==> config.mk <==
export PLATFORM = sky130hd
export DESIGN_NAME = cbm_ctrl
export DESIGN_NICKNAME = d
export VERILOG_FILES = /design/src/hdl/cbm_pkg.sv /design/src/hdl/cbm_ctrl.sv
export SDC_FILE = /design/constraint.sdc
export NUM_CORES = 1
export LEC_CHECK = 0
export BUFFER_PORTS_ARGS = -buffer_cell sky130_fd_sc_hd__buf_2
export CELL_PAD_IN_SITES_DETAIL_PLACEMENT = 0
export CELL_PAD_IN_SITES_GLOBAL_PLACEMENT = 1
export CORE_ASPECT_RATIO = 1.1
export CORE_MARGIN = 2
export CORE_UTILIZATION = 26
export CTS_CLUSTER_DIAMETER = 60
export DETAILED_ROUTE_END_ITERATION = 8
export HOLD_SLACK_MARGIN = 0.05
export PLACE_DENSITY = 0.74
export SLEW_MARGIN = 20
export SYNTH_ARGS = -nofsm -noshare
export SYNTH_HDL_FRONTEND = slang
export SYNTH_SLANG_ARGS = --single-unit
==> constraint.sdc <==
create_clock -name clk -period 1.69 [get_ports clk]
set_input_delay 0.169 -clock clk [delete_from_list [all_inputs] [get_ports clk]]
set_output_delay 0.169 -clock clk [all_outputs]
set_load 0.01 [all_outputs]
==> src/hdl/cbm_pkg.sv <==
// shared types and constants for the cartridge bank mapper
`timescale 1ns / 1ps
`default_nettype none
package cbm_pkg;

	localparam int ROM_BANK_BYTES = 16384;
	localparam int RAM_BANK_BYTES = 8192;
	localparam int ROM_OFS_BITS   = 14;
	localparam int RAM_OFS_BITS   = 13;
	localparam int CFG_IDX_BITS   = 1;

	localparam logic [7:0] BYTE_FF      = 8'hFF;
	localparam logic [7:0] ROM_USED_RST = 8'd8;
	localparam logic [2:0] RAM_USED_RST = 3'd1;
	localparam logic [3:0] RAM_EN_KEY   = 4'hA;

	// bus address regions, by address bits 15:13
	localparam logic [2:0] RGN_ENABLE  = 3'd0;
	localparam logic [2:0] RGN_LOWBANK = 3'd1;
	localparam logic [2:0] RGN_UPPER   = 3'd2;
	localparam logic [2:0] RGN_MODE    = 3'd3;
	localparam logic [2:0] RGN_RAM     = 3'd5;

	localparam logic [CFG_IDX_BITS-1:0] CFG_ROM_USED = 1'd0;
	localparam logic [CFG_IDX_BITS-1:0] CFG_RAM_USED = 1'd1;

	typedef enum logic [1:0] {
		OP_READ  = 2'd0,
		OP_WRITE = 2'd1,
		OP_LOAD  = 2'd2
	} op_t;

	typedef enum logic [1:0] {
		SRC_FF  = 2'd0,
		SRC_ROM = 2'd1,
		SRC_RAM = 2'd2
	} src_t;

	typedef struct packed {
		logic rom_re;
		logic rom_we;
		logic ram_re;
		logic ram_we;
		logic err;
		src_t src;
	} cbm_req_t;

endpackage
`default_nettype wire

==> src/hdl/cbm_ctrl.sv <==
// bank registers, config registers and bus access decode
`timescale 1ns / 1ps
`default_nettype none
module cbm_ctrl #(
	parameter int ROM_BANKS = 8,
	parameter int RAM_BANKS = 4
) (
	input  wire logic                              clk,
	input  wire logic                              arst_n,
	input  wire logic                              fire,
	input  wire logic [1:0]                        op,
	input  wire logic [15:0]                       bus_address,
	input  wire logic [16:0]                       load_offset,
	input  wire logic [7:0]                        data,
	input  wire logic                              cfg_fire,
	input  wire logic [cbm_pkg::CFG_IDX_BITS-1:0]  cfg_index,
	input  wire logic [7:0]                        cfg_data,
	output logic [$clog2(ROM_BANKS*cbm_pkg::ROM_BANK_BYTES)-1:0] rom_addr,
	output logic [$clog2(RAM_BANKS*cbm_pkg::RAM_BANK_BYTES)-1:0] ram_addr,
	output cbm_pkg::cbm_req_t                      req
);
	import cbm_pkg::*;

	localparam int ROM_AW = $clog2(ROM_BANKS*ROM_BANK_BYTES);
	localparam int RAM_AW = $clog2(RAM_BANKS*RAM_BANK_BYTES);
	localparam logic [21:0] ROM_TOTAL_W = 22'(ROM_BANKS*ROM_BANK_BYTES);
	localparam logic [7:0]  ROM_BANKS_B = 8'(ROM_BANKS);
	localparam logic [2:0]  RAM_BANKS_B = 3'(RAM_BANKS);

	logic [4:0] low_bank_q;
	logic [1:0] upper_bits_q;
	logic       ram_enable_q;
	logic       ram_mode_q;
	logic [7:0] rom_used_q;
	logic [2:0] ram_used_q;

	logic [2:0]  rgn;
	logic [7:0]  rom_mask;
	logic [7:0]  rom_sel;
	logic        rom_bad;
	logic [1:0]  ram_sel;
	logic        ram_bad;
	logic [21:0] rom_full;
	logic [21:0] load_full;
	logic [14:0] ram_full;
	logic        wr_regs;

	assign rgn      = bus_address[15:13];
	assign rom_mask = rom_used_q - 8'd1;
	assign rom_sel  = (ram_mode_q ? {3'd0, low_bank_q} : {1'b0, upper_bits_q, low_bank_q})
		& rom_mask;
	assign rom_bad  = rom_sel >= ROM_BANKS_B;
	assign ram_sel  = ram_mode_q ? upper_bits_q : 2'd0;
	assign ram_bad  = (ram_used_q == 3'd0) || ({1'b0, ram_sel} >= ram_used_q)
		|| ({1'b0, ram_sel} >= RAM_BANKS_B);
	assign load_full = {5'd0, load_offset};
	assign ram_full  = {ram_sel, bus_address[RAM_OFS_BITS-1:0]};
	assign ram_addr  = ram_full[RAM_AW-1:0];

	always_comb begin
		req      = '{rom_re: 1'b0, rom_we: 1'b0, ram_re: 1'b0, ram_we: 1'b0,
			err: 1'b0, src: SRC_FF};
		rom_full = {8'd0, bus_address[ROM_OFS_BITS-1:0]};
		wr_regs  = 1'b0;
		case (op)
			OP_READ: begin
				case (rgn) inside
					RGN_ENABLE, RGN_LOWBANK: begin
						req.rom_re = fire;
						req.src    = SRC_ROM;
					end
					RGN_UPPER, RGN_MODE: begin
						rom_full = {rom_sel, bus_address[ROM_OFS_BITS-1:0]};
						if (rom_bad) begin
							req.err = 1'b1;
						end else begin
							req.rom_re = fire;
							req.src    = SRC_ROM;
						end
					end
					RGN_RAM: begin
						if (ram_bad) begin
							req.err = 1'b1;
						end else if (ram_enable_q) begin
							req.ram_re = fire;
							req.src    = SRC_RAM;
						end
					end
					default: req.err = 1'b1;
				endcase
			end
			OP_WRITE: begin
				case (rgn) inside
					RGN_ENABLE, RGN_LOWBANK, RGN_UPPER, RGN_MODE: wr_regs = fire;
					RGN_RAM: begin
						if (ram_bad) begin
							req.err = 1'b1;
						end else begin
							req.ram_we = fire && ram_enable_q;
						end
					end
					default: req.err = 1'b1;
				endcase
			end
			OP_LOAD: begin
				rom_full = load_full;
				if (load_full < ROM_TOTAL_W) begin
					req.rom_we = fire;
				end else begin
					req.err = 1'b1;
				end
			end
			default: req.err = 1'b1;
		endcase
	end

	assign rom_addr = rom_full[ROM_AW-1:0];

	always_ff @(posedge clk or negedge arst_n) begin
		if (!arst_n) begin
			low_bank_q   <= 5'd1;
			upper_bits_q <= 2'd0;
			ram_enable_q <= 1'b0;
			ram_mode_q   <= 1'b0;
		end else if (wr_regs) begin
			case (rgn)
				RGN_ENABLE: begin
					if (ram_used_q != 3'd0) begin
						ram_enable_q <= data[3:0] == RAM_EN_KEY;
					end
				end
				RGN_LOWBANK: low_bank_q   <= (data[4:0] == 5'd0) ? 5'd1 : data[4:0];
				RGN_UPPER:   upper_bits_q <= data[1:0];
				RGN_MODE:    ram_mode_q   <= data[0];
				default: ;
			endcase
		end
	end

	always_ff @(posedge clk or negedge arst_n) begin
		if (!arst_n) begin
			rom_used_q <= ROM_USED_RST;
			ram_used_q <= RAM_USED_RST;
		end else if (cfg_fire) begin
			case (cfg_index)
				CFG_ROM_USED: rom_used_q <= cfg_data;
				CFG_RAM_USED: ram_used_q <= cfg_data[2:0];
				default: ;
			endcase
		end
	end

	a_low_nonzero: assert property (@(posedge clk) disable iff (!arst_n)
		low_bank_q != 5'd0) else $error("low bank became zero");
	a_one_access: assert property (@(posedge clk) disable iff (!arst_n)
		$countones({req.rom_re, req.rom_we, req.ram_re, req.ram_we}) <= 1)
		else $error("more than one memory access per beat");
	a_err_quiet: assert property (@(posedge clk) disable iff (!arst_n)
		req.err |-> !(req.rom_we || req.ram_we || wr_regs))
		else $error("erroneous beat changes state");
	a_no_ram_off: assert property (@(posedge clk) disable iff (!arst_n)
		(ram_used_q == 3'd0) |=> (ram_used_q != 3'd0) || $stable(ram_enable_q))
		else $error("ram enable changed with no ram present");

endmodule
`default_nettype wire

==> flow_summary.toml, run 1 <==
[synthesis]
postSynthAreaPerCell_um2 = 9.48
ys_ff_latch = 19
synth_top_flop_cell = "dfrtp_1"
synth_edf_count = 0
synthDistinctLibCells = 38
async_flop_share = 1.00
netlist_area_um2 = 1420
yosysSeqAreaShare = 0.337
yosys_warnings = 0
synth_nets = 209
synth_cells = 150

[layout]
antenna_cells = 0
final_cell_mix = "90 x buf_2, 30 x buf_4, 29 x mux2_2"
final_common_cell = "buf_2"
finalNetCount = 319
synthToLayoutAreaGrowth_pct = 59.8
drive_above_1_share = 0.687

[sta]
finalHoldViolCount = 0
period_minus_slack_ps = 2190
rsz0062_at_grt = "yes"
setup_viol = 9
fin_ws_ps = -500
fin_tns_setup_ps = -2920
fin_skew_ps = 8.77
max_freq_mhz = 457
relSlewSlack = 0.720
min_period_over_period = 1.30
tightest_slew_ps = 419
drv_slew = 0

[route]
vias = 1528
first_iter_violations = 75
viasPerCell = 4.57
wl_um = 4570
final_antenna_net_count = 0
wl_per_cell_um = 13.7
route.detailed.drc = 0
first_pass_iters = 4

[pwr]
leakage_nw = 1.13
p_per_area_nw_per_um2 = 687
irDropWorstVdd_mv = 0.349
power_mw = 1.56

[clock_tree]
root_buffer = "clkbuf_8"
cts_tree = "built"
htree_levels = 1
clk_latency_ps = 260
cts_max_path_buffers = 2
numCtsBuffers = 3
cts_sinks = 19
cts.clk_slew.worst_paths_ps = 80

[floorplan]
start_util = 0.267
fp-row-count = 28
die-area_um2 = 6080
coreArea_um2 = 5330
ioPinCount = 95
die_y_um = 81.6
die_w_um = 74.5

[setup_path]
worstPathMaxFanout = 3
required_ps = 1520
cp-start-kind = "flop"
worstSetupPathType = "flop to output port"
endpoint_kind = "output port"
cp.arrival_ps = 2020

[placement]
post-place-ws_ps = -210
dp_hpwl_um = 3680
port_buffers = 90
gp_congestion = 0.809

[global_routing]
grt-ovfl-total = 0
grt_max_degree = 20
grt_pass1_wl_um = 6330
track_usage = 0.137
antenna_found_initial = 0
grt_pass1_vias = 1350

[run]
drv_cap = 0

[worst_hold_path]
hp-class = "input port to flop"

[status]
outcome = "complete, but fails checks"
violations = "negative setup slack"
-- metal layers --
layer | wire [um] | share of wire | GRT usage | vias to the layer above
li1 | - | - | - | 735
met1 | 1840 | 0.40 | 0.160 | 702
met2 | 2310 | 0.50 | 0.260 | 83
met3 | 339 | 0.074 | 0.0172 | 8
met4 | 83 | 0.018 | 0.0375 | 0
met5 | 0 | 0 | 0 | -
-- worst max-delay path: stages, from the launching register on --
cell,delay (ps)
dfrtp_1,410
or3_4,390
or4_4,440
a21boi_4,150
o2111ai_1,130
o221ai_2,90
buf_2,160
-- repair_timing --
item | in CTS | in global routing
endpoints found under the setup margin | 8 | 10
hold buffers | 1 | 0
endpoints found under the hold margin | 16 | 0
pin swaps | 8 | 8
gates cloned | 0 | 0
setup buffers | 12 | 3
resized for setup | 10 | 9
-- logic make-up after synthesis --
| group | synth area share |
|---|---|
| AND/OR/NAND/NOR | 0.194 |
| multiplexers | 0.237 |
| buffers and inverters | 0.107 |
| flip-flops | 0.337 |
| AO/OA/AOI/OAI | 0.0862 |
| adder cells (fa/ha/maj) | 0.0264 |
| XOR/XNOR | 0.0123 |
-- sequential cells by signal (all words and copies together) (netlist names) --
register,count
ram_used_q,3
upper_bits_q,2
ram_enable_q,1
ram_mode_q,1
low_bank_q,5
rom_used_q,7
-- report_power, final --
group	internal (mW)	switching [mW]	total (mW)
logic	0.366	0.280	0.646
clock network	0.166	0.153	0.319
registers	0.536	0.0605	0.597
total	1.07	0.493	1.56
-- cell usage after synthesis, types with 2 or more instances --
master | number | area (um^2)
a21oi_1 | 5 | 25.0
buf_2 | 2 | 10.0
buf_4 | 14 | 105
clkbuf_1 | 2 | 7.51
dfrtp_1 | 16 | 400
dfstp_2 | 3 | 78.8
ha_1 | 3 | 37.5
inv_1 | 8 | 30.0
mux2_2 | 29 | 327
nand2_1 | 14 | 52.6
nand3_1 | 5 | 25.0
nand3b_1 | 2 | 15.0
nor2_1 | 14 | 52.6
nor2b_1 | 2 | 12.5
nor3_1 | 3 | 15.0
nor4_1 | 2 | 12.5
nor4b_1 | 2 | 17.5
o21ai_0 | 4 | 20.0
-- path summary, 6_finish.rpt --
check	startpoint	end	slack, ps	depth (start not counted)
worst min-delay path	cfg_data[6]	rom_used_q[6]	110	3
worst min register to register	low_bank_q[1]	low_bank_q[1]	510	1
worst max-delay path	rom_used_q[0]	req[2]	-500	6
min in group asynchronous	arst_n	ram_used_q[1]	370	2
worst max register to register	rom_used_q[0]	rom_used_q[0]	-390	14
max in group asynchronous	arst_n	low_bank_q[0]	980	2
-- cell type report --
cell class / instances / area [um^2]
Tap cell: 75 / 93.8
Multi-Input combinational cell: 105 / 905
Sequential cell: 19 / 479
Inverter: 8 / 30.0
Clock inverter: 1 / 7.51
Fill cell: 545 / 3050
Clock buffer: 3 / 41.3
Timing Repair Buffer: 123 / 717
-- per-stage QoR --
| step | instance area [um^2] | hold WS [ps] | utilization | std cells |
|---|---|---|---|---|
| 2_1_floorplan | 1430 | -127 | - | 150 |
| 3_3_place_gp | 2000 | 131 | 0.375 | 314 |
| 3_5_place_dp | 2000 | 135 | 0.375 | 314 |
| 4_1_cts | 2190 | 105 | 0.411 | 331 |
| 5_1_grt | 2270 | 130 | 0.427 | 334 |
| 6_report | 2270 | 109 | 0.427 | 334 |
Note: power is estimated with default switching activity, not from simulation.
==> run 2, diff against run 1 <==
==> constraint.sdc (replaced) <==
create_clock -name clk -period 1.69 [get_ports clk]
set_input_delay 0.4225 -clock clk [delete_from_list [all_inputs] [get_ports clk]]
set_output_delay 0.4225 -clock clk [all_outputs]
set_load 0.01 [all_outputs]
==> run 2 against run 1 <==
Effect of this change: sequential share of layout area is 0.20 points higher; largest cell class unchanged; the run still ends with negative setup slack left; worst hold slack worse by 16 ps; routed wire length is 17% lower; worst setup slack worse by 230 ps; sequential power is 0.8% lower; cell count is 1.8% lower.
==> flow_summary.toml, run 2 (same netlist as run 1, synthesis figures left out) <==
[global_routing]
track_usage = 0.122
grt_max_degree = 20
grt_pass1_wl_um = 5810
antenna_found_initial = 0
grt-ovfl-total = 0
grt_pass1_vias = 1316

[layout]
regMostFlops = "rom_used_q"
top_regs = "rom_used_q: 7 flops, low_bank_q: 5 flops, ram_used_q: 3 flops"
synthToLayoutAreaGrowth_pct = 58.3
finalNetCount = 313
fin_util = 0.423
drive_above_1_share = 0.684
final_cell_mix = "86 x buf_2, 29 x mux2_2, 26 x buf_4"
largest_reg_flops = 7
antenna_cells = 0
final_common_cell = "buf_2"
fillers = 548
layoutNonFillerInstCount = 328

[run]
drv_cap = 0

[route]
route.detailed.drc = 0
vias = 1448
final_antenna_net_count = 0
viasPerCell = 4.41
wl_per_cell_um = 11.6
wl_um = 3790
first_pass_iters = 4
first_iter_violations = 44

[sta]
rsz0062_at_grt = "yes"
period_minus_slack_ps = 2420
finalHoldViolCount = 0
tightest_slew_ps = 428
fin_ws_ps = -731
max_freq_mhz = 413
drv_slew = 0
setup_viol = 18
min_period_over_period = 1.43
fin_skew_ps = 1.94
relSlewSlack = 0.713

[setup_path]
startpoint = "rom_used_q[0]"
cp-start-kind = "flop"
cp.arrival_ps = 2000
worstSetupPathType = "flop to output port"
reg2reg_from = "ram_used_q[1]"
worstPathMaxFanout = 3
required_ps = 1270
endpoint_kind = "output port"

[placement]
gp_congestion = 0.801
post-place-ws_ps = -465
port_buffers = 90
dp_hpwl_um = 3340
dpl.cell_count = 322

[clock_tree]
root_buffer = "clkbuf_8"
cts_sinks = 19
cts_max_path_buffers = 2
cts.clk_slew.worst_paths_ps = 70
postCtsHoldBufs = 0
clk_latency_ps = 250
htree_levels = 1
cts_tree = "built"
numCtsBuffers = 3

[floorplan]
die-area_um2 = 6080
die_w_um = 74.5
start_util = 0.267
die_y_um = 81.6
coreArea_um2 = 5330
ioPinCount = 95
fp-row-count = 28

[pwr]
leakage_nw = 1.12
irDropWorstVdd_mv = 0.264
p_per_area_nw_per_um2 = 664
power_mw = 1.50

[status]
violations = "negative setup slack"
outcome = "complete, but fails checks"

[worst_hold_path]
hp-class = "input port to async pin"
==> run 2: routing by layer <==
metal,track usage,vias up,part of all wire,wire [um]
li1,-,722,-,-
met1,0.151,664,0.43,1640
met2,0.218,58,0.49,1860
met3,0.0172,4,0.068,258
met4,0.0375,0,0.0095,36
met5,0,-,0,0
==> run 2: area by class of cell <==
class                           instances  area [um^2]  area share
Clock buffer                            3         41.3      0.0183
Clock inverter                          1         5.00     0.00222
Inverter                                8         30.0      0.0133
Multi-Input combinational cell        105          916       0.407
Sequential cell                        19          479       0.213
Tap cell                               75         93.8      0.0417
Timing Repair Buffer                  117          687       0.305
==> run 2: path summary, 6_finish.rpt <==
check | end | slack (ps) | cells after the start
worst min register to register | low_bank_q[1] | 510 | 1
worst max register to register | ram_enable_q | 300 | 4
worst min-delay path | rom_used_q[6] | 90 | 1
max in group asynchronous | rom_used_q[3] | 1270 | 1
min in group clk | rom_used_q[6] | 380 | 3
worst max-delay path | req[2] | -730 | 6
==> run 2: worst max-delay path, stage by stage, from the launching register on <==
cell       delay, ps
dfrtp_1          400
or3_4            390
or4_4            420
a21boi_2         170
o2111ai_2        120
o221ai_2          80
buf_2            150
==> run 2: per-stage QoR <==
stage                     hold WS, ps  area (um^2)  setup TNS [ps]
after floorplan                   127         1470           -1070
after global placement            378         2090           -2580
after detailed placement          386         2090           -2880
after global routing              132         2250           -5560
after CTS                         108         2220           -4510
final                            93.6         2250           -4160
==> run 2: where the power goes <==
group          switching [mW]  total, mW  internal, mW
combinational           0.258      0.596         0.338
clock                   0.145      0.308         0.164
sequential             0.0553      0.592         0.536
total                   0.458       1.50          1.04
==> run 2: repair_timing <==
action | CTS | global route
gates resized for setup | 13 | 6
endpoints found under the hold margin | 0 | 0
setup buffers | 2 | 1
pin swaps | 9 | 3
endpoints found under the setup margin | 23 | 23
gates cloned | 0 | 0
==> run 3, diff against run 2 <==
--- a/config.mk
+++ b/config.mk
@@ -10,11 +10,11 @@
 export CELL_PAD_IN_SITES_GLOBAL_PLACEMENT = 1
 export CORE_ASPECT_RATIO = 1.1
 export CORE_MARGIN = 2
-export CORE_UTILIZATION = 26
+export CORE_UTILIZATION = 29
 export CTS_CLUSTER_DIAMETER = 60
 export DETAILED_ROUTE_END_ITERATION = 8
 export HOLD_SLACK_MARGIN = 0.05
-export PLACE_DENSITY = 0.74
+export PLACE_DENSITY = 0.79
 export SLEW_MARGIN = 20
 export SYNTH_ARGS = -nofsm -noshare
 export SYNTH_HDL_FRONTEND = slang
==> constraint.sdc (replaced) <==
create_clock -name clk -period 2.36 [get_ports clk]
set_input_delay 0.59 -clock clk [delete_from_list [all_inputs] [get_ports clk]]
set_output_delay 0.59 -clock clk [all_outputs]
set_load 0.01 [all_outputs]
==> run 3 against run 2 <==
Effect of this change: sequential power shrank 28%; worst hold slack gained 170 ps; highest routed layer unchanged; count of clock-buffer cells in the layout grew 1; critical endpoint unchanged; clock skew is essentially flat; critical path depth is the same; utilization grew 1.5 points; worst setup slack gained 480 ps; cell count shrank 11%; flip-flop and latch count is the same; via count shrank 5.2%; the flow still finishes with violations (negative setup slack).
==> flow_summary.toml, run 3 (same netlist as run 1, synthesis figures left out) <==
[status]
outcome = "complete, but fails checks"
violations = "negative setup slack"

[setup_path]
cp-start-kind = "flop"
reg2reg_slack_ps = 1100
endpoint_kind = "output port"
r2r-end = "ram_enable_q"
required_ps = 1770
reg2reg_depth = 3
worstSetupPathType = "flop to output port"
worstPathMaxFanout = 3
cp.arrival_ps = 2020
reg2reg_from = "ram_used_q[2]"

[layout]
synthToLayoutAreaGrowth_pct = 44.1
finalNetCount = 296
largest_reg_flops = 7
top_regs = "rom_used_q: 7 flops, low_bank_q: 5 flops, ram_used_q: 3 flops"
regMostFlops = "rom_used_q"
final_common_cell = "buf_2"
layoutNonFillerInstCount = 292
design_area_um2 = 2050
final_cell_mix = "90 x buf_2, 29 x mux2_2, 16 x dfrtp_1"
antenna_cells = 0
drive_above_1_share = 0.653

[pwr]
power.internal_uw = 704
irDropWorstVdd_mv = 0.275
leakage_nw = 1.01
p_sw_frac = 0.309
p_per_area_nw_per_um2 = 497
combPwrFrac = 0.359
p_sw_uw = 315
seq_power_share = 0.420
pwr-share-clk = 0.221

[clock_tree]
cts.clk_slew.worst_paths_ps = 70
cts_max_path_buffers = 2
clk_latency_ps = 260
cts_sinks = 19
htree_levels = 1
postCtsHoldBufs = 0
numCtsBuffers = 3
root_buffer = "clkbuf_8"
cts_tree = "built"

[placement]
post-place-ws_ps = 21.2
place_area_um2 = 1880
dp_hpwl_um = 3070
dpl.cell_count = 284
port_buffers = 90
gp_congestion = 0.760

[global_routing]
grt-ovfl-total = 0
grt_max_degree = 20
track_usage = 0.136
antenna_found_initial = 0
grt_pass1_wl_um = 5990
grt_pass1_vias = 1317

[route]
route.detailed.drc = 0
viasPerCell = 4.70
vias = 1372
first_pass_iters = 4
first_iter_violations = 19
final_antenna_net_count = 0
wl_per_cell_um = 12.7
wl_um = 3710

[floorplan]
ioPinCount = 95
coreArea_um2 = 4680
die_w_um = 70.8
start_util = 0.304
die-area_um2 = 5480
fp-row-count = 26
die_y_um = 77.5

[sta]
fin_ws_ps = -251
drv_slew = 0
max_freq_mhz = 383
rsz0062_at_grt = "yes"
fin_tns_setup_ps = -709
fin_skew_ps = 1.74
tightest_slew_ps = 432
period_minus_slack_ps = 2610
finalHoldViolCount = 0
setup_viol = 4
relSlewSlack = 0.712
min_period_over_period = 1.11

[worst_hold_path]
hp-class = "input port to async pin"

[run]
drv_cap = 0
## run 3: cell count changes in the layout (fill, tap and decap cells not counted), sizes merged
| cell | before | now |
|---|---|---|
| clkinv | 1 | 0 |
| buf | 116 | 100 |
## run 3: timing repair
action                                  4_1_cts  5_1_grt
buffers inserted                              3        1
pin swaps                                    13        5
endpoints found under the setup margin        6        6
resized for setup                            10        8
## run 3: stage by stage
stage | power [mW] | hold slack (ps) | utilization
floorplan | 0.623 | 294 | -
global placement | 0.746 | 464 | 0.401
detailed placement | 0.752 | 471 | 0.401
CTS | 1.01 | 275 | 0.427
global route | 1.09 | 291 | 0.438
finish | 1.02 | 265 | 0.438
## run 3: power by group through the flow
stage          clock network, mW  logic [mW]  registers (mW)
5_1_grt                    0.251       0.406           0.435
6_report                   0.225       0.366           0.427
3_3_place_gp                   0       0.319           0.427
3_5_place_dp                   0       0.323           0.428
4_1_cts                    0.236       0.352           0.424
2_1_floorplan                  0       0.205           0.418
## run 3: layout make-up
cell class | count | area, um^2
Timing Repair Buffer | 100 | 538
Inverter | 8 | 30.0
Sequential cell | 19 | 479
Fill cell | 483 | 2640
Tap cell | 56 | 70.1
Multi-Input combinational cell | 105 | 887
Clock buffer | 4 | 45.0
## run 3: layer usage
metal,track usage,up-vias,share of wire
met5,0,-,0
met4,0.0453,0,0.014
met3,0.0273,5,0.078
met2,0.241,66,0.48
met1,0.162,616,0.42
li1,-,685,-
## run 3: worst max-delay path: stages, from the launching register on
cell	delay, ps
dfrtp_1	400
or3_4	390
or4_4	450
a21boi_4	160
o2111ai_2	110
o221ai_1	100
buf_2	170
## run 3: worst max-delay path by stage
stage,startpoint,end,slack [ps],depth (start not counted)
after global placement,rom_used_q[1],req[2],20,6
after CTS,rom_used_q[0],req[2],-250,6
final,rom_used_q[0],req[2],-250,6
after global routing,rom_used_q[0],req[2],-360,6
after detailed placement,rom_used_q[1],req[2],20,6
after floorplan,rom_used_q[0],req[0],160,7
